===== src/sv/bvs_pkg.sv =====
// Package of the buffered value sorter: sizes, cell types and controller states.
// Used by the interfaces, the sorting cell and the top level.
package bvs_pkg;

    localparam int DATA_W       = 32;
    localparam int MAX_ELEMENTS = 64;

    // Contents of one cell of the sorting chain.
    typedef struct packed {
        logic                     valid;
        logic signed [DATA_W-1:0] value;
    } cell_data_t;

    // Per-cycle command broadcast to every cell.
    typedef struct packed {
        logic insert;
        logic shift_left;
        logic shift_right;
    } cell_ctrl_t;

    // Controller states, one-hot.
    typedef enum logic [1:0] {
        ST_FILL  = 2'b01,
        ST_DRAIN = 2'b10
    } state_t;

endpackage


===== src/sv/bvs_cell.sv =====
// One cell of the insertion-sorting chain: holds one value and its valid bit.
// Depends on bvs_pkg for the cell types and the data width.
module bvs_cell (
    input  logic                              clk,
    input  logic                              rst_n,
    input  bvs_pkg::cell_ctrl_t               ctrl,
    input  logic signed [bvs_pkg::DATA_W-1:0] new_value,
    input  logic                              ge_left,
    input  bvs_pkg::cell_data_t               left_data,
    input  bvs_pkg::cell_data_t               right_data,
    output bvs_pkg::cell_data_t               data,
    output logic                              ge
);

    logic                              valid_reg;
    logic                              valid_next;
    logic signed [bvs_pkg::DATA_W-1:0] value_reg;
    logic signed [bvs_pkg::DATA_W-1:0] value_next;

    // The new value belongs at or before this cell when the cell is empty or holds a
    // larger value; the chain stays ascending, so this flag is monotone along it.
    assign ge = !valid_reg || (new_value < value_reg);

    // Insert, shift toward cell zero, or shift away from it.
    always_comb
    begin
        valid_next = valid_reg;
        value_next = value_reg;
        if (ctrl.insert)
        begin
            if (ge && !ge_left)
            begin
                valid_next = 1'b1;
                value_next = new_value;
            end
            else if (ge)
            begin
                valid_next = left_data.valid;
                value_next = left_data.value;
            end
        end
        else if (ctrl.shift_left)
        begin
            valid_next = right_data.valid;
            value_next = right_data.value;
        end
        else if (ctrl.shift_right)
        begin
            valid_next = left_data.valid;
            value_next = left_data.value;
        end
    end

    always_ff @(posedge clk or negedge rst_n)
    begin
        if (!rst_n)
        begin
            valid_reg <= 1'b0;
        end
        else
        begin
            valid_reg <= valid_next;
        end
    end

    always_ff @(posedge clk)
    begin
        value_reg <= value_next;
    end

    assign data.valid = valid_reg;
    assign data.value = value_reg;

endmodule


===== config.mk =====
export PLATFORM = sky130hd
export DESIGN_NAME = bvs_cell
export DESIGN_NICKNAME = d
export VERILOG_FILES = /design/src/sv/bvs_pkg.sv /design/src/sv/bvs_cell.sv
export SDC_FILE = /design/constraint.sdc
export NUM_CORES = 1
export LEC_CHECK = 0
export BUFFER_PORTS_ARGS = -buffer_cell sky130_fd_sc_hd__clkbuf_2
export CORE_MARGIN = 2
export CORE_UTILIZATION = 25
export CTS_CLUSTER_DIAMETER = 100
export CTS_CLUSTER_SIZE = 25
export DETAILED_ROUTE_END_ITERATION = 8
export PLACE_DENSITY = 0.56
export SETUP_SLACK_MARGIN = 0.2
export SLEW_MARGIN = 5
export SYNTH_ARGS = -nofsm -noshare
export SYNTH_HDL_FRONTEND = slang
export SYNTH_SLANG_ARGS = --single-unit

===== constraint.sdc =====
create_clock -name clk -period 4.8 [get_ports clk]
set_input_delay 0 -clock clk [delete_from_list [all_inputs] [get_ports clk]]
set_output_delay 0 -clock clk [all_outputs]
set_load 0.03 [all_outputs]

After elaboration in Yosys (flattened, before gate mapping). Cells that the tools add are included.

Equality and inequality tests: 1. Order comparisons: 1. Reduce and logical (&&, ||, !) cells: 6. Multiplexer cells: 10.

Operators with widths (count): 32-bit two-way mux (5); 32-bit < comparator (1); 1-bit two-way mux (5); 3-bit by 1-bit inequality test with 1-bit output, second input constant (1); 3-bit nonzero test (1); 1-bit zero test (2); 2-bit AND reduction (1); 1-bit logical AND (1); 1-bit logical OR (1).

Output and inout bits: 34. Register bits: 33. Bits of input ports: 104. Word-level logic and storage cells: 20.

Logic depth before layout (Yosys ltp).
Word-level depth: 5. Gate-level depth with buffers: 10. Mapped depth without buffers: 9.

Worst setup path after synthesis. OpenSTA, ideal clock, no wires.

Kind: reg2reg. Start: reg value_reg[31] in the netlist's numbering. End: reg value_reg[0] in the netlist's numbering, enable pin. Data required time: 4.368 ns. Data arrival time: 3.616 ns. Period minus slack after synthesis: 4.048 ns. Slack: 0.752 ns. Path buffers: 0. Library setup time: 0.432 ns. Cell stages (with the launch flop): 10. Cell sequence: edfxtp_1 > inv_1 > ha_1 > nand4_1 > nor4_1 > and3_1 > a22o_1 > or3_1 > a21boi_0 > a21oi_1.

Cells in the longest elaborated chain, start to end: 5.

Ends and longest elaborated chain: from (decl) (line bvs_cell.sv:17) `logic signed [bvs_pkg::DATA_W-1:0] value_reg;`; from (signal assigned) (line bvs_cell.sv:68) `value_reg <= value_next;`; 32-bit < comparator (*) (line bvs_cell.sv:22) `assign ge = !valid_reg || (new_value < value_reg);`; 1-bit logical OR (*) (line bvs_cell.sv:22); 1-bit logical AND (line bvs_cell.sv:31) `if (ge && !ge_left)`; 3-bit by 1-bit inequality test with 1-bit output (no source line) (*); 2-bit AND reduction (no source line) (*).

Every way passes the cells marked *; elsewhere a longest branch is shown, timed or not. A chain may end at the register's enable or synchronous reset.

Worst setup path in the final report.
Start: reg value_reg[31] in the netlist's numbering. End: reg value_reg[15] in the netlist's numbering, enable pin.

The elaborated chain is that of the path after synthesis.

==> impl_metrics.tcl <==
set metrics [dict create \
    status "completed" \
    gp_congestion 0.715 \
    power_density_nw_per_um2 326 \
    crit_slowest_cell "sky130_fd_sc_hd__a21oi_4" \
    rows 39 \
    boundaryPins 138 \
    crit_path_cell_trace "inv_1 -> ha_1 -> nand4_1 -> nor4_1 -> and3_1 -> a22o_1 -> or3_1 -> a21boi_0 -> a21oi_4" \
    chipHeight_um 112 \
    yosysSeqAreaShare 0.340 \
    initial_utilization 0.255 \
    crit_arrival_ps 3350 \
    design.core.area_um2 11400 \
    cts_root_buf "sky130_fd_sc_hd__clkbuf_16" \
    synth_edf_count 32 \
    die_width_um 112 \
    syn-num-nets 440 \
    tritoncts_clock_tree "done" \
    postRouteAntennaNets 0 \
    worst_r2r_path_depth 9 \
    ys_top_cells_by_count "sky130_fd_sc_hd__a21oi_1 (43), sky130_fd_sc_hd__inv_1 (34), sky130_fd_sc_hd__mux2i_1 (33)" \
    grt_pass1_vias 2522 \
    syn-cell-area_um2 2900 \
    fin_skew_ps 3.94 \
    synth_top_flop_cell "sky130_fd_sc_hd__edfxtp_1" \
    final.min_clock_period_ps 3460 \
    post_drt_wl_per_cell_um 13.6 \
    grt-ovfl-total 0 \
    synth.top_cells.by_area "sky130_fd_sc_hd__edfxtp_1 (33%), sky130_fd_sc_hd__ha_1 (13%), sky130_fd_sc_hd__mux2i_1 (11%)" \
    timing.critical_path.to_type "register" \
    synth-seq-cells 33 \
    grtUsageTotal 0.124 \
    grt_antenna_before_repair 0 \
    distinct_cell_type_count_after_synthesis 36 \
    most_numerous_cell_in_the_yosys_netlist "sky130_fd_sc_hd__a21oi_1" \
    cts_sinks 33 \
    grt_max_degree 68 \
    dp_hpwl_um 6380 \
    cell_taking_the_most_area_after_synthesis "sky130_fd_sc_hd__edfxtp_1" \
    pre_cts_slack_ps 1280 \
    number_of_i_o_port_buffers 137 \
    syn-mean-instance-area_um2 9.52 \
    worst_setup_hold_path_clk_slew_ps 50 \
    cts_post_setup_buffers_inserted 0 \
    final-instance-count-excl-fill 580 \
    reg2reg_slack_ps 1340 \
    finalSetupViolCount 0 \
    post-synth-top-area-fraction 0.331 \
    finalNetCount 571 \
    remaining_max_slew_budget_at_the_tightest_pin 0.273 \
    antennaDiodeCount 0 \
    fp.dieArea_um2 12500 \
    number_of_cts_inserted_buffers 5 \
    critical_path.reg2reg.endpoint "value_reg[15]" \
    n_fill_cell 1180 \
    largest_register_ffs 32 \
    asyncSetResetFlopFracSynth 0.0303 \
    timing.max_cap.violations 0 \
    cp-startpoint "value_reg[31]" \
    drtIter0Drc 84 \
    maximum_root_to_sink_buffer_count 2 \
    h-tree-depth 2 \
    routed_via_density 4.64 \
    final_critical_path_setup_slack_ps 1340 \
    finalWirelength_um 7910 \
    via_count 2690 \
    rsz0062_at_grt "false" \
    cellLeakagePower_nw 1.87 \
    endpoint "value_reg[15]" \
    hp-class "in2async" \
    slew_viol_final 0 \
    route.detailed.drc 0 \
    fin_crit_sh 0.721 \
    setup-tns-final_ps 0 \
    total_power_w 0.00126 \
    yosysWarnings 0 \
    grt_first_pass_wirelength_um 12500 \
    syn_to_final_growth_pct 33.6 \
    synth_cells 305 \
    critical_path.startpoint_type "register" \
    worst-slew-pin-transition_ps 1090 \
    worst_ir_drop_vdd_uv 134 \
    slowest_delay_ps 910 \
    worst-setup-path-type "reg2reg" \
    post_route_cells_drive_above_1_share 0.343 \
    worst-endpoint-required_ps 4690 \
    path_max_fanout 32 \
    insertion_delay_ps 280 \
    hold_viol_final 0 \
    dpl.cell_count 570 \
    drt_pre_antenna_iters 4 \
    critical_path.reg2reg.startpoint "value_reg[31]" \
    fmax_mhz 289 \
]
==> worst min-delay path by stage <==
stage                            to   from  cells past startpoint  slack, ps
final                     valid_reg  rst_n                      2         30
after global routing      valid_reg  rst_n                      2         30
after CTS                 valid_reg  rst_n                      2         40
after detailed placement  valid_reg  rst_n                      1       -220
after global placement    valid_reg  rst_n                      1       -220
after floorplan           valid_reg  rst_n                      0       -300
==> metrics by stage <==
stage / utilization / area (µm²) / hold WS, ps
final: 0.341 / 3880 / 25.9
after global routing: 0.341 / 3880 / 30.1
after CTS: 0.341 / 3880 / 41.1
after detailed placement: 0.326 / 3710 / -223
after global placement: 0.326 / 3710 / -223
after floorplan: - / 2900 / -296
==> logic make-up (layout without fill, tap and decap cells) <==
group | count (synthesis) | after routing | share of synthesized area
fa+ha+maj | 31 | 31 | 0.134
simple gates | 60 | 60 | 0.119
buf+inv | 53 | 185 | 0.0776
flops | 33 | 33 | 0.340
compound gates | 95 | 95 | 0.216
mux | 33 | 33 | 0.114
==> layout by cell type (no fill, tap or decap), drive strengths merged, types with 2 or more instances in the layout <==
master and instances:
a2111oi 2, a211oi 32, a21boi 2, a21o 2, a21oi 43, buf 4, clkbuf 145, dlygate4sd3 2
edfxtp 32, ha 31, inv 34, mux2i 33, nand2 10, nand4 5, nor2 3, nor2b 32
nor3 2, o21ai 6
==> timing repair <==
item	in CTS	in global routing
gates resized for setup	0	0
hold buffers	2	0
hold endpoints to repair	2	0
==> layout make-up <==
type	instances	area, µm²	area share
multi-input combinational	219	1700	0.439
inverter	34	128	0.0329
sequential	33	986	0.254
timing repair buffer	143	736	0.190
clock buffer	8	146	0.0378
tap	143	179	0.0461
==> report_power, final <==
part	leakage [nW]	switching, W	internal (W)
Sequential	0.332	0.0000282	0.000388
Combinational	1.46	0.000327	0.000200
Clock	0.0712	0.000115	0.000207
Total	1.87	0.000470	0.000794
==> critical path, delay by kind of cell (launching register included) <==
kind	cells	cell delay, ps
compound gates	3	1300
fa+ha+maj	1	350
buf+inv	1	40
flops	1	340
simple gates	4	1040
==> per-layer routing <==
metal  vias to the layer above  share of wire  GRT usage
met2                        83           0.46      0.206
met3                         6          0.069     0.0354
li1                       1401              -          -
met5                         -              0          0
met4                         0         0.0086     0.0280
met1                      1200           0.46      0.162
Note: power is estimated with default switching activity, not from simulation.
